## src/hdl/cpor_pkg.sv

```systemverilog
// shared constants for the circle pair overlap resolver
`timescale 1ns / 1ps
`default_nettype none
package cpor_pkg;
	localparam int COORD_WIDTH_DEF = 24;
	localparam int RADIUS_W = 16;
	localparam int CD_W = 17;
	localparam int MAG_W = 17;
	localparam int FRAC_W = 8;
	localparam int NUDGE_Q8 = 26;
	localparam int DXN_W = 6;
	localparam int SQ_W = 34;
	localparam int RAD_W = 50;
	localparam int ROOT_W = 25;
	localparam int OV_W = 26;
	localparam int PROD_W = 42;
	localparam int NUM_W = 43;
	localparam int DEN_W = 26;
	localparam int QUO_W = 20;
	localparam int PUSH_W = 21;
endpackage
`default_nettype wire

```

## src/hdl/cpor_sqrt.sv

```systemverilog
// pipelined integer square root, one root bit per stage
`timescale 1ns / 1ps
`default_nettype none
module cpor_sqrt (
	input  wire logic                           clk,
	input  wire logic                           en,
	input  wire logic [cpor_pkg::RAD_W-1:0]     radicand,
	output logic      [cpor_pkg::ROOT_W-1:0]    root
);
	localparam int RW = cpor_pkg::RAD_W;
	localparam int TW = cpor_pkg::ROOT_W;
	localparam int MW = TW + 2;

	logic [RW-1:0] rad_q  [0:TW-1];
	logic [MW-1:0] rem_q  [0:TW-1];
	logic [TW-1:0] root_q [0:TW-1];

	for (genvar i = 0; i < TW; i++) begin : g_stage
		logic [RW-1:0] rad_in;
		logic [MW-1:0] rem_in;
		logic [TW-1:0] root_in;
		logic [MW-1:0] rem_sh;
		logic [MW-1:0] trial;
		logic          ge;

		if (i == 0) begin : g_first
			assign rad_in  = radicand;
			assign rem_in  = '0;
			assign root_in = '0;
		end else begin : g_next
			assign rad_in  = rad_q[i-1];
			assign rem_in  = rem_q[i-1];
			assign root_in = root_q[i-1];
		end

		assign rem_sh = {rem_in[MW-3:0], rad_in[RW-1 -: 2]};
		assign trial  = {root_in, 2'b01};
		assign ge     = (rem_sh >= trial);

		always_ff @(posedge clk) begin
			if (en) begin
				rad_q[i]  <= {rad_in[RW-3:0], 2'b00};
				rem_q[i]  <= ge ? (rem_sh - trial) : rem_sh;
				root_q[i] <= {root_in[TW-2:0], ge};
			end
		end
	end

	assign root = root_q[TW-1];
endmodule
`default_nettype wire

```

## config.mk

```make
export PLATFORM = sky130hd
export DESIGN_NAME = cpor_sqrt
export DESIGN_NICKNAME = d
export VERILOG_FILES = /design/src/hdl/cpor_pkg.sv /design/src/hdl/cpor_sqrt.sv
export SDC_FILE = /design/constraint.sdc
export NUM_CORES = 2
export LEC_CHECK = 0
export ABC_AREA = 1
export BUFFER_PORTS_ARGS = -buffer_cell sky130_fd_sc_hd__buf_2
export CAP_MARGIN = 10
export CORE_AREA = 10 10 354 494
export DETAILED_ROUTE_END_ITERATION = 8
export DIE_AREA = 0 0 364 504
export GPL_TIMING_DRIVEN = 0
export MAX_ROUTING_LAYER = met4
export PLACE_DENSITY_LB_ADDON = 0.3
export SLEW_MARGIN = 5
export SYNTH_ARGS = -nofsm -noshare
export SYNTH_HDL_FRONTEND = slang
export SYNTH_SLANG_ARGS = --single-unit
```

## constraint.sdc

```tcl
create_clock -name clk -period 3.3 [get_ports clk]
set_input_delay 0.33 -clock clk [delete_from_list [all_inputs] [get_ports clk]]
set_output_delay 0.33 -clock clk [all_outputs]
set_load 0.02 [all_outputs]
```

Word-level counts from Yosys, hierarchy flattened
Memories as Yosys holds them, arrays and structs flattened.
Index checks and enable logic that the tools add are counted.
{ "word_totals": {"input_bits": 52, "memories": 3, "reg_bits": 0, "output_inout_bits": 25, "ram_bits": 2500, "wordCells": 80} }
{ "op_classes": {"n_lt_le_gt_ge": 25, "add_sub_neg": 25, "muxes": 27} }
{ "memory_table": {"columns": ["name", "depth", "width", "read_ports", "rd_ports_with_merged_regs", "wr", "line_no", "source"], "rows": [
  ["rad_q", 25, 48, 24, 0, 25, "cpor_sqrt.sv:14", "logic [RW-1:0] rad_q [0:TW-1];"],
  ["rem_q", 25, 27, 24, 0, 25, "cpor_sqrt.sv:15", "logic [MW-1:0] rem_q [0:TW-1];"],
  ["root_q", 25, 25, 25, 0, 25, "cpor_sqrt.sv:16", "logic [TW-1:0] root_q [0:TW-1];"]
]} }
{ "op_table": {"columns": ["op", "count"], "rows": [
  ["$mux W27", 25],
  ["$ge A27 B27 Y1", 24],
  ["$sub A27 B27 Y27", 24],
  ["$sub A2 B1 Y3 const B", 1],
  ["$ge A2 B1 Y1 const B", 1],
  ["$mux W1", 2]
]} }

Longest topological paths before layout
An unclocked memory read counts as a cell.
{ "logic_depth": {"ltp_word": 3, "depth_mapped": 16, "depth_no_buf": 15} }

Worst setup path after synthesis
OpenSTA, ideal clock, no wires.
{ "synth_path": {"kind": "register to register", "startpoint": "memory rem_q[0][0] in the netlist's numbering", "endpoint": "memory rem_q[0][44] in the netlist's numbering (data pin)", "setup_time_ns": 0.270, "slack_ns": 1.164, "required_ns": 3.030, "path_stages_with_launch": 10, "synth_period_minus_slack_ns": 2.136, "arrival_time_ns": 1.866, "path_buffers": 2, "path_cell_list": "edfxtp_1 -> ha_1 -> a21oi_1 -> nand2_1 -> nor2_1 -> ha_1 -> and2_1 -> clkbuf_1 -> clkbuf_1 -> o21ai_0"} }
{ "synth_rtl": {"columns": ["item", "line_no"], "rows": [
  ["start, declared", "cpor_sqrt.sv:15"]
]} }

==> flow_summary.toml <==
[status]
status = "complete, no violations"

[routing]
viasPerCell = 5.03
wl_per_cell_um = 17.5
route.antenna.remaining_nets = 0
dr.first_iter.drc_count = 4214
drc = 0
first_pass_iters = 8
via_count = 60557
finalWirelength_um = 211000

[clock_tree]
cts_root_buffer = "clkbuf_16"
cts_tree = "done"
htree_levels = 4
clk_pin_slew_ps = 60
clock_path_buffers = 3
clock_sinks = 1492
cts_setup_buffers = 0
insertion_delay_ps = 820
numCtsBuffers = 146

[cells_and_area]
final_cells = 12032
drive_above_1_share_pct = 5.88
area_growth_syn_to_layout_pct = 10.7
final_nets = 10169

[setup_path]
start_kind = "register"
cp_max_fo = 10
worstSetupPathType = "register to register"
required_ps = 3860
critical_path_arrival_ps = 3310
endpoint_kind = "register"

[grt]
grt_pass1_wl_um = 324000
grt_usage_pct = 23.4
grt_start_max_net_pins = 181
grt_pass1_vias = 59619
antenna_found_initial = 1
overflow = 0

[timing]
fin_crit_sh_pct = 83.4
setup_viol = 0
worst_slew_pin_slew_ps = 962
setup_total_negative_slack_ps = 0
slew_violations = 0
rsz0062_at_grt = "no"
fmax_mhz = 363
period_minus_slack_ps = 2750
final_hold_viol_count = 0
finalClockSkew_ps = 43.1
relSlewSlack_pct = 35.9

[synthesis]
yosys_warnings = 0
ys_seq_area_share_pct = 54.4
synth_area_leaders = "edfxtp_1 (54%), nand2_1 (15%), inv_1 (7.7%)"
synth_flop_cell = "edfxtp_1"
synth_area_um2 = 82300
netlist.area_leader.share_pct = 54.4
yosys.area.top_type = "edfxtp_1"
synth-edff-count = 1492
synth.distinct_cells = 48
ys_ff_latch = 1492
syn_nets = 9885
yosys.cell_count.top_type = "nand2_1"
avgSynthCellArea_um2 = 8.68
synthCells = 9482
synthArstFlopShare_pct = 0
synth_commonest_cells = "nand2_1 (3369), inv_1 (1689), edfxtp_1 (1492), nor2_1 (731), nand3_1 (565)"

[pwr]
powerDensity_nw_per_um2 = 591
p_leak_nw = 42.2
ir_worst_vdd_mv = 0.631

[place]
place_congestion = 0.971
dp_cells = 11715
place.detailed.hpwl_um = 167000
portBuffers = 76

[die]
io_pins = 77
die-area_um2 = 183000
rows = 177
die_height_um = 504
die_w_um = 364
core_um2 = 165000
start_util_pct = 49.8

[flow_run]
cap_violations = 0

[worst_hold_path]
hold_class = "primary input to register"
[worst max-delay path, stage by stage, from the launching register on]
cell	delay, ps
edfxtp_1	520
inv_1	80
ha_1	410
nand2_1	140
inv_1	130
nand2_1	60
nor2_1	140
nand2_1	70
nor2_1	170
nor2_1	80
nand3_2	220
inv_2	130
buf_6	170
nand2_1	100
nand2_1	90
[sequential cells by signal, indices dropped and copies added, names as in the netlist]
register,flops
rad_q,600
rem_q,567
root_q,325
[path summary, 6_finish.rpt]
| path | start | endpoint | slack (ps) | cells past startpoint |
|---|---|---|---|---|
| min reg2reg | rad_q[3][36]$_DFFE_PP_ | rad_q[3][86]$_DFFE_PP_ | 410 | 0 |
| max | root_q[2][93]$_DFFE_PP_ | rem_q[5][20]$_DFFE_PP_ | 550 | 14 |
| min | en | rad_q[0][26]$_DFFE_PP_ | 5 | 1 |
| max reg2reg | root_q[2][93]$_DFFE_PP_ | rem_q[5][20]$_DFFE_PP_ | 550 | 14 |
[layout make-up]
cell class,count,area [um^2]
fillers,14879,74300
repair buffers,136,1150
multi-input cells,6193,30400
inverters,1720,6460
diodes,1,2.50
clock inverters,99,1220
plain buffers,77,672
flip-flops and latches,1492,44800
clock buffers,166,3730
well taps,2148,2690
[through the flow]
stage | util (%) | setup slack, ps | hold slack, ps | total power, W | instance area, um^2
floorplan | - | 1160 | 400 | 0.0329 | 82300
global placement | 51.6 | -20840 | 400 | 0.0378 | 85400
detailed placement | 51.8 | 47.9 | 405 | 0.0372 | 85600
CTS | 55.1 | 502 | 19.3 | 0.0543 | 91100
global route | 55.1 | 316 | 43.6 | 0.0568 | 91100
finish | 55.1 | 546 | 5.13 | 0.0538 | 91100
[logic make-up (layout without fill, tap and decap cells)]
kind of cell	Yosys count	in the layout	share of synthesized area [%]
adder cells (fa/ha/maj)	351	351	5.34
flip-flops	1492	1492	54.4
buffers and inverters	1797	2198	8.67
AO/OA/AOI/OAI	489	489	3.25
other	1	2	0.00456
XOR/XNOR	215	215	2.29
AND/OR/NAND/NOR	5137	5137	26.0
[layout by cell type, fill, tap and decap left out, types with 22 or more instances in the layout]
cell / instances
xor2_1: 163
a21oi_1: 287
nand2_1: 3369
buf_6: 39
nand3b_1: 86
clkbuf_1: 22
dlygate4sd3_1: 51
inv_1: 1689
buf_2: 93
inv_2: 28
a21oi_2: 33
nor2_2: 47
nand4_1: 164
clkbuf_16: 146
o21ai_1: 25
edfxtp_1: 1492
nor3_1: 68
ha_1: 351
o21ai_0: 111
xnor2_1: 52
nor2_1: 731
nand3_1: 565
[report_power, final]
part | internal, W | switching (W)
registers | 0.0234 | 0.00149
logic | 0.00392 | 0.00799
clock network | 0.00956 | 0.00740
[per-layer routing]
layer	global-route usage (%)	share of wire (%)	wire [um]
met4	13.0	6.4	13600
met2	43.3	54	113000
met3	2.66	3.1	6460
met5	-	0	0
met1	23.5	37	77500
[repair_timing]
action                                 CTS  global route
hold buffers                            51             0
endpoints found under the hold margin   51             0
setup endpoints to repair                0             0
resized for setup                        0             0
No activity file was read; power rests on OpenSTA's default activity.
