$ cat config.mk
export PLATFORM = sky130hd
export DESIGN_NAME = cpor_div
export DESIGN_NICKNAME = d
export VERILOG_FILES = /design/src/hdl/cpor_pkg.sv /design/src/hdl/cpor_div.sv
export SDC_FILE = /design/constraint.sdc
export NUM_CORES = 2
export LEC_CHECK = 0
export ABC_AREA = 1
export BUFFER_PORTS_ARGS = -buffer_cell sky130_fd_sc_hd__buf_2
export CAP_MARGIN = 30
export CORE_UTILIZATION = 34
export DETAILED_ROUTE_END_ITERATION = 6
export MAX_ROUTING_LAYER = met4
export PLACE_DENSITY = 0.5
export SLEW_MARGIN = 20
export SYNTH_ARGS = -nofsm -noshare
export SYNTH_HDL_FRONTEND = slang
export SYNTH_SLANG_ARGS = --single-unit
export TNS_END_PERCENT = 50
$ cat constraint.sdc
create_clock -name clk -period 5.4 [get_ports clk]
set_input_delay 1.08 -clock clk [delete_from_list [all_inputs] [get_ports clk]]
set_output_delay 1.08 -clock clk [all_outputs]
set_load 0.05 [all_outputs]
$ cat src/hdl/cpor_pkg.sv
// shared constants for the circle pair overlap resolver
`timescale 1ns / 1ps
`default_nettype none
package cpor_pkg;
	localparam int COORD_WIDTH_DEF = 24;
	localparam int RADIUS_W = 16;
	localparam int CD_W = 17;
	localparam int MAG_W = 17;
	localparam int FRAC_W = 8;
	localparam int NUDGE_Q8 = 26;
	localparam int DXN_W = 6;
	localparam int SQ_W = 34;
	localparam int RAD_W = 50;
	localparam int ROOT_W = 25;
	localparam int OV_W = 26;
	localparam int PROD_W = 42;
	localparam int NUM_W = 43;
	localparam int DEN_W = 26;
	localparam int QUO_W = 20;
	localparam int PUSH_W = 21;
endpackage
`default_nettype wire

$ cat src/hdl/cpor_div.sv
// pipelined restoring divider, one quotient bit per stage
`timescale 1ns / 1ps
`default_nettype none
module cpor_div (
	input  wire logic                         clk,
	input  wire logic                         en,
	input  wire logic [cpor_pkg::NUM_W-1:0]   num,
	input  wire logic [cpor_pkg::DEN_W-1:0]   den,
	output logic      [cpor_pkg::QUO_W-1:0]   quo
);
	localparam int NW = cpor_pkg::NUM_W;
	localparam int DW = cpor_pkg::DEN_W;
	localparam int QW = cpor_pkg::QUO_W;
	localparam int HW = NW - QW;

	// quotient is known to fit in QW bits, so the top part starts below den
	logic [QW-1:0] low_q [0:QW-1];
	logic [DW-1:0] rem_q [0:QW-1];
	logic [DW-1:0] den_q [0:QW-1];
	logic [QW-1:0] quo_q [0:QW-1];

	for (genvar i = 0; i < QW; i++) begin : g_stage
		logic [QW-1:0] low_in;
		logic [DW-1:0] rem_in;
		logic [DW-1:0] den_in;
		logic [QW-1:0] quo_in;
		logic [DW:0]   rem_sh;
		logic          ge;

		if (i == 0) begin : g_first
			assign low_in = num[QW-1:0];
			assign rem_in = DW'(num[NW-1 -: HW]);
			assign den_in = den;
			assign quo_in = '0;
		end else begin : g_next
			assign low_in = low_q[i-1];
			assign rem_in = rem_q[i-1];
			assign den_in = den_q[i-1];
			assign quo_in = quo_q[i-1];
		end

		assign rem_sh = {rem_in, low_in[QW-1]};
		assign ge     = (rem_sh >= {1'b0, den_in});

		always_ff @(posedge clk) begin
			if (en) begin
				low_q[i] <= {low_in[QW-2:0], 1'b0};
				rem_q[i] <= ge ? DW'(rem_sh - {1'b0, den_in}) : DW'(rem_sh);
				den_q[i] <= den_in;
				quo_q[i] <= {quo_in[QW-2:0], ge};
			end
		end
	end

	assign quo = quo_q[QW-1];
endmodule
`default_nettype wire

# [Word level (Yosys, flattened, before mapping)]
# Memories as Yosys holds them, arrays and structs flattened.
# Index checks and enable logic that the tools add are counted.
[op_classes] n_mux=22 addsub=20 n_lt_le_gt_ge=20
[ops] op="$mux W26" n=20
[ops] op="$ge A27 B26 Y1" n=19
[ops] op="$sub A26 B26 Y26" n=19
[ops] op="$ge A24 B26 Y1" n=1
[ops] op="$sub A24 B26 Y26" n=1
[ops] op="$mux W1" n=2
[totals] word_cells=66 reg_bits=0 ram_bits=1820 out_inout_bits=20 mem_count=4
[memory_table] memory="den_q" words=20 word_bits=26 rd=19 rd_ports_with_merged_regs=0 write_ports=20 line_no="cpor_div.sv:19" source="logic [DW-1:0] den_q [0:QW-1];"
[memory_table] memory="rem_q" words=20 word_bits=26 rd=19 rd_ports_with_merged_regs=0 write_ports=20 line_no="cpor_div.sv:18" source="logic [DW-1:0] rem_q [0:QW-1];"
[memory_table] memory="quo_q" words=20 word_bits=20 rd=20 rd_ports_with_merged_regs=0 write_ports=20 line_no="cpor_div.sv:20" source="logic [QW-1:0] quo_q [0:QW-1];"
[memory_table] memory="low_q" words=20 word_bits=19 rd=19 rd_ports_with_merged_regs=0 write_ports=20 line_no="cpor_div.sv:17" source="logic [QW-1:0] low_q [0:QW-1];"

# [Logic depth before layout (Yosys ltp)]
# An unclocked memory read counts as a cell.
[depth] ltp_word=3 depth_mapped=15

# [Worst setup path before layout]
# OpenSTA, ideal clock, no wires.
[synth_path] path_type="input port to flip-flop" start="in num[19] in the netlist's numbering" end="mem rem_q[0][20] in the netlist's numbering (data pin)" stages=11 slack_ns=2.643 required_time_ns=5.147 arrival_ns=2.504 path_buffers=1 path_cell_list="inv_1 -> ha_1 -> inv_1 -> fa_1 -> nand3_1 -> nand3b_1 -> nand2_2 -> nand3_4 -> buf_6 -> nand2_1 -> nand2_1"
[synth_rtl] element="start, declared" line_no="cpor_div.sv:7" source="input wire logic [cpor_pkg::NUM_W-1:0] num,"
[synth_rtl] element="end, declared" line_no="cpor_div.sv:18"

==> results.yml <==
global_route:
  grt_max_degree: 164
  grt_pass1_vias: 66500
  grt_use_met1_pct: 27.4
  grtUsageMet2_pct: 35.3
  grt-busiest-layer: "met2"
  gr-usage-met3_pct: 2.18
  grt_first_pass_wirelength_um: 409000
  grt_overflow: 0
  grt_usage_pct: 21.1
  antenna_found_initial: 12
setup_path:
  critPathRequiredTime_ns: 5.86
  crit_arrival_ns: 4.73
  startpoint_type: "register"
  slowest_stage: "o21ai_0"
  crit_type: "reg -> reg"
  worstPathCellList: "inv_1 -> ha_1 -> nand2_1 -> nand3_1 -> nand2_1 -> nand3_1 -> nand2_2 -> nand3_2 -> o21ai_0"
  max_stage_delay_ns: 1.17
  critPathMaxFanout: 40
  cp-end-kind: "register"
timing:
  final_hold_viol_count: 0
  setup_viol: 0
  finClkSkew_ns: 0.0391
  grt_setup_unrepaired: "false"
  finalCriticalPeriod_ns: 4.27
  max_slew_margin_pct: 26.7
  slew_violations: 0
  max_freq_mhz: 234
  max_slew.worst_pin.slew_ns: 1.09
  setup_tns_ns: 0
  fin_ws_ns: 1.13
  min_period_over_period_pct: 79.1
floorplan:
  start_util_pct: 34.2
  fp-row-count: 186
  core_mm2: 0.257
  ios: 91
  fp.dieH_um: 511
  die_w_um: 511
  dieArea_mm2: 0.261
final_layout:
  layout_commonest_cell: "nand2_1"
  synthToLayoutAreaGrowth_pct: 11.4
  final_cell_mix: "nand2_1 (3,884), inv_1 (2,436), edfxtp_1 (1,388)"
  nets: 11800
  layout-drive-gt1-share_pct: 4.59
  utilization_pct: 38.1
route:
  vias: 69200
  drt-initial-drc-count: 5790
  antenna_left: 0
  drc_errors: 0
  drt-total-wl_um: 272000
  firstDrtPassIters: 6
  drt-vias-per-instance: 4.70
  wl_per_cell_um: 18.4
clocking:
  clk_pin_slew_worst_paths_ns: 0.06
  clk_latency_ns: 0.82
  post_cts_buffers: 0
  cts_sinks: 1388
  clk_path_buf_depth: 3
  hold_buffers: 0
  cts_buffers: 167
  cts_resized: 0
  cts_max_level: 4
  root_buffer: "clkbuf_16"
  cts_tree: "yes"
synthesis:
  synthTopCellsByArea: "edfxtp_1 (47%), nand2_1 (17%), inv_1 (10%), ha_1 (7.4%), nand3_1 (3.2%)"
  syn_area_mm2: 0.0880
  synth.avg_cell_area_um2: 7.97
  yosysTopAreaCellShare_pct: 47.4
  synth_nets: 11600
  synth_cell_type_count: 42
  yosysTopAreaCell: "edfxtp_1"
  seq_area_frac_synth_pct: 47.4
  synth_cells: 11000
  ys_seq_elements: 1388
  synth_warnings: 0
placed_design:
  place_congestion: 0.940
  port_buffers: 90
  dpl.hpwl_um: 218000
  place_ws_ns: 1.22
status:
  outcome: "finished clean"
pwr:
  power.leakage_nw: 48.8
  ir_worst_vdd_mv: 0.360
  power_density_mw_per_mm2: 555
min_path:
  hold_class: "reg -> reg"
run:
  cap_violations: 0
[stage by stage]
step | instance area, um2 | hold slack, ns | power (mW) | instances
finish | 98000 | 0.397 | 54.5 | 14700
global route | 98000 | 0.367 | 58.9 | 14700
CTS | 98000 | 0.353 | 55.0 | 14700
detailed placement | 92100 | 0.405 | 42.6 | 14400
global placement | 92100 | 0.400 | 42.6 | 14400
floorplan | 88000 | 0.400 | 34.6 | 11000
[layer usage]
layer,vias to the layer above,wire length (um)
met1,32100,124000
met4,0,5870
li1,35300,-
met3,306,11300
met2,1525,131000
met5,-,0
[power by group]
group          internal [mW]  switching [mW]  leakage, nW  total, mW
combinational           8.00            17.1         32.4       25.1
clock                   7.19            4.84         2.82       12.0
sequential              15.4            1.87         13.6       17.3
total                   30.6            23.8         48.8       54.5
[path summary, 6_finish.rpt]
kind	from	slack [ns]	depth (start not counted)	endpoint
worst min-delay path	quo_q[1][22]	0.40	0	quo_q[1][43]
worst max-delay path	den_q[9][2]	1.13	9	rem_q[10][7]
worst max register to register	den_q[9][2]	1.13	9	rem_q[10][7]
worst min register to register	quo_q[1][22]	0.40	0	quo_q[1][43]
[synthesized netlist by cell type, drive strengths merged]
| library cell | n |
|---|---|
| xor2 | 244 |
| nor4 | 19 |
| nor3 | 41 |
| nor2 | 681 |
| a21oi | 263 |
| clkinv | 1 |
| nand3b | 95 |
| a211oi | 2 |
| inv | 2439 |
| o21ai | 265 |
| a21o | 2 |
| edfxtp | 1388 |
| and2 | 22 |
| nand4 | 361 |
| o21bai | 26 |
| or2 | 32 |
| ha | 518 |
| nand3 | 585 |
| buf | 94 |
| and3 | 1 |
| xnor2 | 6 |
| o31ai | 1 |
| fa | 19 |
| clkbuf | 38 |
| nand2 | 3897 |
| o211ai | 1 |
[registers in the layout (all words and copies together), names as in the netlist]
name and cells:
den_q 494, rem_q 494, quo_q 210, low_q 190
[final cells by class]
type	count	area, um2
timing repair buffer	123	858
inverter	2440	9160
fill	26500	159000
antenna	3	7.51
clock inverter	111	1570
tap	3384	4230
clock buffer	198	4320
multi-input combinational	7081	36200
sequential	1388	41700
[cell families (layout without fill, tap and decap cells)]
logic type	after synthesis	in the layout	synth area share, %
AO/OA/AOI/OAI	560	560	3.43
XOR/XNOR	250	250	2.49
adder cells (fa/ha/maj)	537	537	7.80
buffers and inverters	2572	2872	11.5
flip-flops	1388	1388	47.4
other	0	3	0
AND/OR/NAND/NOR	5734	5734	27.5
[worst max-delay path: cells and delay by family, from the launching register on]
kind,cells,cell delay [ns]
AO/OA/AOI/OAI,1,1.17
flip-flops,1,0.64
buffers and inverters,1,0.09
adder cells (fa/ha/maj),1,0.36
AND/OR/NAND/NOR,6,1.64
Note: power is estimated with default switching activity, not from simulation.
