===== config.mk =====
export PLATFORM = sky130hd
export DESIGN_NAME = cpor_delay
export DESIGN_NICKNAME = d
export VERILOG_FILES = /design/src/hdl/cpor_delay.sv
export SDC_FILE = /design/constraint.sdc
export NUM_CORES = 1
export LEC_CHECK = 0
export BUFFER_PORTS_ARGS = -buffer_cell sky130_fd_sc_hd__buf_2
export CORE_AREA = 5 5 42 44
export DETAILED_ROUTE_END_ITERATION = 10
export DIE_AREA = 0 0 47 49
export GPL_TIMING_DRIVEN = 0
export MAX_ROUTING_LAYER = met4
export PLACE_DENSITY = 0.66
export SKIP_LAST_GASP = 1
export SLEW_MARGIN = 5
export SYNTH_ARGS = -nofsm -noshare
export SYNTH_HDL_FRONTEND = slang
export SYNTH_SLANG_ARGS = --single-unit

===== constraint.sdc =====
create_clock -name clk -period 0.8 [get_ports clk]
set_input_delay 0.2 -clock clk [delete_from_list [all_inputs] [get_ports clk]]
set_output_delay 0.2 -clock clk [all_outputs]
set_load 0.1 [all_outputs]

===== src/hdl/cpor_delay.sv =====
// register delay line for side data that rides beside a long arithmetic unit
`timescale 1ns / 1ps
`default_nettype none
module cpor_delay #(
	parameter int W = 8,
	parameter int DEPTH = 2
) (
	input  wire logic         clk,
	input  wire logic         en,
	input  wire logic [W-1:0] d,
	output logic      [W-1:0] q
);
	logic [W-1:0] line_q [0:DEPTH-1];

	always_ff @(posedge clk) begin
		if (en) begin
			line_q[0] <= d;
			for (int i = 1; i < DEPTH; i++) begin
				line_q[i] <= line_q[i-1];
			end
		end
	end

	assign q = line_q[DEPTH-1];
endmodule
`default_nettype wire


### Yosys cells after proc, flatten, opt, wreduce, memory -nomap -nowiden

Memories as Yosys holds them, arrays and structs flattened.
Index checks and enable logic that the tools add are counted.

* mux-type cells: 2

Operators by type and width (number)
* two-way mux 1 bit: 2

* bits in writable memories: 16
* register bits after elaboration: 0
* output and inout bits: 8
* logic and storage cells: 3
* memories: 1

Memories
* line_q: depth 2, bits a word 8, rd ports 2, clocked after memory_dff 0, write ports 2, RTL line 13 `logic [W-1:0] line_q [0:DEPTH-1];`

### Depth between registers and ports, before layout

Gate-level depths: netlist of run 1.

* word-level depth: 2
* gate-level depth with buffers: 1
* gate-level depth less buffers: 0

### Worst setup path after synthesis of run 1

OpenSTA, ideal clock, no wires.

* path kind: reg2out
* start: memory line_q[1][0] (netlist: line_q[0][8])
* end: output q[0]
* buffers on the path: 1
* arrival: 0.575 ns
* slack: 0.025 ns
* stages on the path, launching flop included: 2
* cell sequence: edfxtp_1 > buf_4

RTL lines
* start: declaration: RTL line 13
* end: declaration: RTL line 11 `output logic [W-1:0] q`

==> results of run 1 <==
final timing paths:
check | endpoint | slack [ps] | cells past startpoint | from
min reg2reg | line_q[0][12]$_DFFE_PP_ | 420 | 0 | line_q[0][4]$_DFFE_PP_
max | q[3] | -280 | 1 | line_q[0][11]$_DFFE_PP_
max reg2reg | line_q[0][14]$_DFFE_PP_ | 190 | 0 | line_q[0][6]$_DFFE_PP_
min | line_q[0][0]$_DFFE_PP_ | 100 | 1 | d[0]
final cells by class:
| cell class | count | area share (%) |
|---|---|---|
| Tap cell | 16 | 2.735 |
| Sequential cell | 16 | 65.64 |
| Timing Repair Buffer | 17 | 28.03 |
| Clock inverter | 1 | 0.5128 |
| Clock buffer | 3 | 3.077 |
metal layers:
| metal | wire [um] | global-route usage (%) | up-vias |
|---|---|---|---|
| li1 | - | - | 107 |
| met1 | 164 | 7.143 | 82 |
| met2 | 181 | 4.751 | 17 |
| met3 | 94 | 3.321 | 0 |
| met4 | 0 | 5.530 | 0 |
| met5 | 0 | - | - |
stage by stage:
stage	std cells	utilization [%]	TNS (ps)	power, uW
2_1_floorplan	24	-	0	1257
3_3_place_gp	57	46.07	-1921	1312
3_5_place_dp	57	46.07	-2062	1314
4_1_cts	53	52.23	-2362	1768
5_1_grt	53	52.23	-2635	1837
6_report	53	52.23	-2204	1746
cells in the final DEF (no fill, tap or decap):
master    instances
edfxtp_1         16
buf_2             9
buf_12            8
clkbuf_4          3
clkinv_1          1
power breakdown:
group	switching (uW)	internal, uW	total, uW
Clock	209	180	390
Sequential	26.9	994	1020
Combinational	221	114	335
logic make-up after synthesis:
kind of cell           Yosys count  share of synthesized area (%)
buffers and inverters            8                          11.11
DFF                             16                          88.89
repair_timing:
item / CTS / global route
pin swaps: 0 / 0
gates resized for setup: 32 / 0
endpoints found under the setup margin: 8 / 8
==> run_results.csv, run 1 <==
group,metric,value,unit
global_route,grt_overflow,0,
sta,holdWs,98.40,ps
detailed_routing,drtIter0Drc,3,
setup_path,cp.buffers_inverters,1,
die,initial_core_util,38.57,%
setup_path,path_cells,"buf_12",
placed_design,place_ws,-210.8,ps
synth,synth_fp_nets,34,
detailed_routing,vias,206,
sta,hold_violations,0,
clocking,cts_tree,"done",
power_and_ir_drop,p_leak,0.0002825,uW
die,die_w,47,um
layout,n_fill_cell,127,
sta,timing.final.ws_setup,-277.9,ps
sta,max_freq,927.7,MHz
detailed_routing,dr.pass1.iters,3,
sta,period_minus_slack,1078,ps
detailed_routing,vias_per_cell,3.887,
run_status,status,"finished with violations",
synth,synth.avg_cell_area,22.52,um^2
clocking,numCtsBuffers,3,
layout,largest_register_ff_count,16,
global_route,grt_pass1_wl,765,um
global_route,grt_pass1_vias,194,
layout,insertedDiodeCount,0,
sta,rsz0062_at_grt,"yes",
detailed_routing,wire_per_inst,8.321,um
synth,synth_ff_type,"edfxtp_1",
setup_path,worstPathRequired,600,ps
synth,synth_edf_count,16,
clocking,clock_sinks,16,
detailed_routing,wl,441,um
setup_path,path_delay_family,"flip-flops",
setup_path,crit_arrival,880,ps
clocking,cts.path.max_buffers,2,
synth,synth_most_common_cell,"edfxtp_1",
die,die_y,49,um
layout,area_growth,35.42,%
setup_path,slowest_delay,420,ps
sta,slew_viol_final,0,
die,coreArea,1401,um^2
layout,final_cell_area,732.0,um^2
placed_design,gp_congestion,0.6154,
sta,slew_headroom,79.27,%
die,die-area,2303,um^2
run_status,violations,"negative setup slack",
synth,yosysWarningCount,0,
layout,seqCellArea,480.5,um^2
layout,regMostFlops,"line_q",
global_route,grt_use_total,5.333,%
power_and_ir_drop,irDropWorstVdd,1.179,mV
global_route,antenna_found_initial,0,
placed_design,place.port_buffers,17,
synth,syn_area,540.5,um^2
clocking,ctsHoldBuffers,0,
die,rows,14,
clocking,clkSlewWorstSetupHoldPaths,80,ps
clocking,h-tree-depth,1,
sta,setup_viol,8,
synth,synthArstFlopShare,0,%
placed_design,place_area,645.6,um^2
detailed_routing,drcViolationCount,0,
synth,ys_ff_latch,16,
layout,drive_gt1_share,54.05,%
sta,tightest_slew,311.0,ps
setup_path,crit_path_end_kind,"primary output",
synth,syn_inst,24,
setup_path,start_kind,"flop",
flow_run,drv_cap,0,
synth,synth_common_cells,"edfxtp_1 (16), buf_4 (8)",
die,io_pins,18,
layout,multiInputGateArea,0,um^2
sta,fin_skew,2.743,ps
setup_path,cp_slowest_cell,"edfxtp_1",
setup_path,path_class,"flop to primary output",
detailed_routing,ant_nets,0,
synth,synth_top_area_share,88.89,%
global_route,grt_max_degree,17,
clocking,ctsRootBufferMaster,"clkbuf_4",
power_and_ir_drop,power.density,2385,nW/um^2
clocking,cts_setup_buffers,0,
synth,synth_seq_area_share,88.89,%
sta,fin_crit_sh,134.7,%
synth,ys_types,2,
hold_path,min_path_type,"input pin to flop",
synth,synth_area_leader_cell,"edfxtp_1",
layout,reg_top3,"line_q x16",
layout,comb.multi_input.count,0,
clocking,worst_skew_pair.late_latency,270,ps
synth,synth_area_leaders,"edfxtp_1 (89%), buf_4 (11%)",
layout,finalNetCount,48,
setup_path,worstPathMaxFanout,1,
Power figures use the tool's default switching activity.
==> run 2: changes to the inputs <==
--- a/config.mk
+++ b/config.mk
@@ -6,10 +6,11 @@
 export NUM_CORES = 1
 export LEC_CHECK = 0
 export BUFFER_PORTS_ARGS = -buffer_cell sky130_fd_sc_hd__buf_2
-export CORE_AREA = 5 5 42 44
+export CORE_AREA = 2 2 39 41
 export DETAILED_ROUTE_END_ITERATION = 10
-export DIE_AREA = 0 0 47 49
+export DIE_AREA = 0 0 41 43
 export GPL_TIMING_DRIVEN = 0
+export HOLD_SLACK_MARGIN = 0.06
 export MAX_ROUTING_LAYER = met4
 export PLACE_DENSITY = 0.66
 export SKIP_LAST_GASP = 1
==> run 2 against run 1 <==
Net effect:
- the run still ends with negative setup slack left
- utilization rose by 0.66 points
- first-iteration DRC count down 67%
- fmax about the same
- setup slack got worse by 0.87 ps
- final cell count stayed put
- hold slack improved by 3.0 ps
- non-clock buffer count unchanged
==> run_results.csv, run 2 (synthesis gave the netlist of run 1 again) <==
group,metric,value,unit
die,initial_core_util,39.06,%
sta,hold_violations,0,
placed_design,gp_congestion,0.6200,
setup_path,path_cells,"buf_12",
detailed_routing,wire_per_inst,8.849,um
global_route,grt_use_total,6.417,%
sta,max_freq,926.9,MHz
layout,final_common_cell,"edfxtp_1",
sta,slew_headroom,78.02,%
global_route,antenna_found_initial,0,
sta,timing.final.ws_setup,-278.8,ps
die,die_w,41,um
layout,comb.multi_input.count,0,
clocking,worst_skew_pair.late_latency,270,ps
flow_run,drv_cap,0,
clocking,clkSlewWorstSetupHoldPaths,80,ps
die,io_pins,18,
layout,drive_gt1_share,54.05,%
placed_design,place_ws,-215.5,ps
detailed_routing,dr.pass1.iters,2,
detailed_routing,drtIter0Drc,1,
clocking,cts.path.max_buffers,2,
placed_design,place.port_buffers,17,
run_status,status,"finished with violations",
setup_path,cp.buffers_inverters,1,
hold_path,min_path_type,"input pin to flop",
setup_path,worstPathRequired,600,ps
sta,rsz0062_at_grt,"yes",
detailed_routing,vias_per_cell,3.849,
sta,period_minus_slack,1079,ps
setup_path,slowest_delay,420,ps
detailed_routing,ant_nets,0,
detailed_routing,drcViolationCount,0,
sta,fin_crit_sh,134.9,%
clocking,h-tree-depth,1,
layout,reg_top3,"line_q x16",
sta,slew_viol_final,0,
detailed_routing,vias,204,
die,rows,14,
global_route,grt_max_degree,17,
die,coreArea,1384,um^2
setup_path,crit_path_end_kind,"primary output",
layout,area_growth,35.42,%
setup_path,path_class,"flop to primary output",
global_route,grt_pass1_vias,175,
global_route,grt_pass1_wl,690,um
setup_path,r2r_slack,170,ps
die,die_y,43,um
setup_path,start_kind,"flop",
clocking,numCtsBuffers,3,
power_and_ir_drop,power.density,2384,nW/um^2
power_and_ir_drop,p_leak,0.0002825,uW
layout,n_fill_cell,107,
setup_path,worstPathMaxFanout,1,
power_and_ir_drop,irDropWorstVdd,1.163,mV
clocking,clock_sinks,16,
layout,multiInputGateArea,0,um^2
setup_path,cp_slowest_cell,"edfxtp_1",
sta,setup_viol,8,
clocking,ctsRootBufferMaster,"clkbuf_4",
setup_path,path_delay_family,"flip-flops",
layout,fin_util,52.89,%
layout,finalNetCount,48,
sta,fin_skew,2.585,ps
run_status,violations,"negative setup slack",
detailed_routing,wl,469,um
layout,largest_register_ff_count,16,
layout,regMostFlops,"line_q",
clocking,cts_tree,"done",
layout,mostFrequentLayoutCells,"edfxtp_1 (16), buf_2 (9), buf_12 (8)",
die,die-area,1763,um^2
global_route,grt_overflow,0,
setup_path,crit_arrival,880,ps
layout,insertedDiodeCount,0,
sta,tightest_slew,329.8,ps
-- run 2: cell counts in the layout (fill, tap and decap cells not counted) --
No cell type changed its count.
-- run 2: path summary, 6_finish.rpt --
check	from	to	depth (start not counted)
max	line_q[0][15]$_DFFE_PP_	q[7]	1
min	d[1]	line_q[0][1]$_DFFE_PP_	1
max reg2reg	line_q[0][4]$_DFFE_PP_	line_q[0][12]$_DFFE_PP_	0
min reg2reg	line_q[0][3]$_DFFE_PP_	line_q[0][11]$_DFFE_PP_	0
-- run 2: per-stage QoR --
| step | cell area [um^2] | setup TNS, ps | std cells | power (uW) | hold slack (ps) |
|---|---|---|---|---|---|
| 3_3_place_gp | 645.6 | -1989 | 57 | 1311 | 377.4 |
| 3_5_place_dp | 645.6 | -2172 | 57 | 1317 | 378.1 |
| 5_1_grt | 732.0 | -2495 | 53 | 1819 | 81.21 |
| 4_1_cts | 732.0 | -2322 | 53 | 1765 | 93.08 |
| 6_report | 732.0 | -2184 | 53 | 1745 | 101.5 |
| 2_1_floorplan | 540.5 | 0 | 24 | 1257 | 298.9 |
-- run 2: routing by layer --
layer | track usage [%] | vias to the layer above | share of wire (%)
met5 | - | - | 0
met4 | 4.000 | 0 | 0
met3 | 3.141 | 0 | 8.7
met2 | 9.375 | 12 | 51
met1 | 6.569 | 85 | 40
li1 | - | 107 | -
-- run 2: cell type report --
class	instances	area, um^2	area share (%)
clock buffers	3	22.52	3.077
clock inverters	1	3.754	0.5128
flip-flops and latches	16	480.5	65.64
well taps	16	20.02	2.735
repair buffers	17	205.2	28.03
-- run 2: where the power goes --
part	switching, uW	leakage, uW	internal [uW]
registers	27.7	0.000157	995
clock network	207	0.0000154	180
logic	222	0.000111	114
-- run 2: repair_timing --
item / 4_1_cts / 5_1_grt
hold buffers: 0 / 0
setup endpoints to repair: 8 / 8
gates resized for setup: 32 / 0
pin swaps: 0 / 0
setup buffers: 0 / 0
==> run 3: changes to the inputs <==
--- a/config.mk
+++ b/config.mk
@@ -12,7 +12,7 @@
 export GPL_TIMING_DRIVEN = 0
 export HOLD_SLACK_MARGIN = 0.06
 export MAX_ROUTING_LAYER = met4
-export PLACE_DENSITY = 0.66
+export PLACE_DENSITY = 0.65
 export SKIP_LAST_GASP = 1
 export SLEW_MARGIN = 5
 export SYNTH_ARGS = -nofsm -noshare
==> run 3 against run 2 <==
Net effect:
- the flow still finishes with violations (negative setup slack)
- clock power increased by 1%
- total power increased by 0.27%
- hold slack got worse by 4.2 ps
- die area unchanged
- via count increased by 5.4%
- utilization unchanged
- fmax decreased by 0.93%
- combinational power about the same
- setup slack got worse by 10 ps
- global-route usage increased by 1.4 points
- non-clock buffer count unchanged
==> run_results.csv, run 3 (synthesis gave the netlist of run 1 again) <==
group,metric,value,unit
run_status,violations,"negative setup slack",
placed_design,place.port_buffers,17,
sta,slew_viol_final,0,
layout,reg_top3,"line_q x16",
die,coreArea,1384,um^2
sta,finalSetupTns,-2204,ps
global_route,grt_max_degree,17,
setup_path,crit_path_end_kind,"primary output",
die,die_w,41,um
clocking,h-tree-depth,1,
power_and_ir_drop,finalPower,1750,uW
sta,period_minus_slack,1089,ps
run_status,status,"finished with violations",
sta,hold_violations,0,
sta,tightest_slew,326.3,ps
setup_path,path_delay_family,"flip-flops",
layout,multiInputGateArea,0,um^2
placed_design,place_ws,-218.3,ps
setup_path,worstPathRequired,600,ps
sta,max_freq,918.3,MHz
clocking,ctsHoldBuffers,0,
die,die-area,1763,um^2
global_route,grt_pass1_wl,834,um
layout,finalNonFillerCells,53,
global_route,grt_use_total,7.807,%
clocking,worst_skew_pair.late_latency,270,ps
global_route,grt_pass1_vias,211,
detailed_routing,ant_nets,0,
layout,mostFrequentLayoutCells,"edfxtp_1 (16), buf_2 (9), buf_12 (8)",
placed_design,dp_cells,57,
power_and_ir_drop,power.density,2391,nW/um^2
layout,final_common_cell,"edfxtp_1",
layout,largest_register_ff_count,16,
setup_path,slowest_delay,430,ps
layout,regMostFlops,"line_q",
hold_path,min_path_type,"input pin to flop",
sta,setup_viol,8,
detailed_routing,drtIter0Drc,2,
layout,comb.multi_input.count,0,
setup_path,path_cells,"buf_12",
clocking,cts_setup_buffers,0,
sta,fin_crit_sh,136.1,%
layout,insertedDiodeCount,0,
power_and_ir_drop,p_leak,0.0002825,uW
setup_path,start_kind,"flop",
flow_run,drv_cap,0,
setup_path,path_class,"flop to primary output",
die,io_pins,18,
setup_path,cp_slowest_cell,"edfxtp_1",
sta,slew_headroom,78.25,%
detailed_routing,wl,516,um
detailed_routing,wire_per_inst,9.736,um
layout,area_growth,35.42,%
detailed_routing,drcViolationCount,0,
layout,finalNetCount,48,
clocking,cts_tree,"done",
clocking,ctsRootBufferMaster,"clkbuf_4",
global_route,grt_overflow,0,
die,die_y,43,um
clocking,clkSlewWorstSetupHoldPaths,80,ps
sta,timing.final.ws_setup,-289.0,ps
layout,drive_gt1_share,54.05,%
setup_path,worstPathMaxFanout,1,
power_and_ir_drop,irDropWorstVdd,1.229,mV
clocking,cts.path.max_buffers,2,
die,initial_core_util,39.06,%
placed_design,gp_congestion,0.5845,
setup_path,cp.buffers_inverters,1,
clocking,clock_sinks,16,
global_route,antenna_found_initial,0,
detailed_routing,vias_per_cell,4.057,
sta,rsz0062_at_grt,"yes",
clocking,numCtsBuffers,3,
setup_path,crit_arrival,890,ps
detailed_routing,dr.pass1.iters,2,
die,rows,14,
sta,fin_skew,6.242,ps
detailed_routing,vias,215,
## run 3: cell counts in the layout (fill, tap and decap cells not counted)
Identical to the previous run, type by type.
## run 3: power breakdown
| part | internal [uW] | switching [uW] |
|---|---|---|
| clock network | 180 | 211 |
| registers | 995 | 28.7 |
| logic | 114 | 222 |
## run 3: area by class of cell
type | instances | area, um^2
clock buffer | 3 | 22.52
clock inverter | 1 | 3.754
tap | 16 | 20.02
timing repair buffer | 17 | 205.2
sequential | 16 | 480.5
fill | 114 | 651.9
## run 3: per-stage QoR
| stage | instance area, um^2 | util [%] | hold WS, ps |
|---|---|---|---|
| 2_1_floorplan | 540.5 | - | 298.9 |
| 3_3_place_gp | 645.6 | 46.65 | 376.3 |
| 3_5_place_dp | 645.6 | 46.65 | 378.1 |
| 4_1_cts | 732.0 | 52.89 | 86.23 |
| 5_1_grt | 732.0 | 52.89 | 75.68 |
| 6_report | 732.0 | 52.89 | 97.30 |
## run 3: path summary, 6_finish.rpt
kind / startpoint / end / slack (ps) / cells past startpoint
hold / removal: d[7] / line_q[0][7]$_DFFE_PP_ / 100 / 1
setup reg to reg: line_q[0][5]$_DFFE_PP_ / line_q[0][13]$_DFFE_PP_ / 170 / 0
hold reg to reg: line_q[0][1]$_DFFE_PP_ / line_q[0][9]$_DFFE_PP_ / 420 / 0
setup / recovery: line_q[0][12]$_DFFE_PP_ / q[4] / -290 / 1
## run 3: repair_timing
action,CTS,global route
endpoints found under the setup margin,8,8
gates resized for setup,32,0
endpoints found under the hold margin,0,0
pin swaps,0,0
gates cloned,0,0
## run 3: per-layer routing
metal  share of wire [%]  global-route usage, %  vias up
met3                  11                  3.141        0
met2                  50                  10.94       14
li1                    -                      -      106
met5                   0                      -        -
met1                  39                  8.394       95
met4                   0                  6.000        0
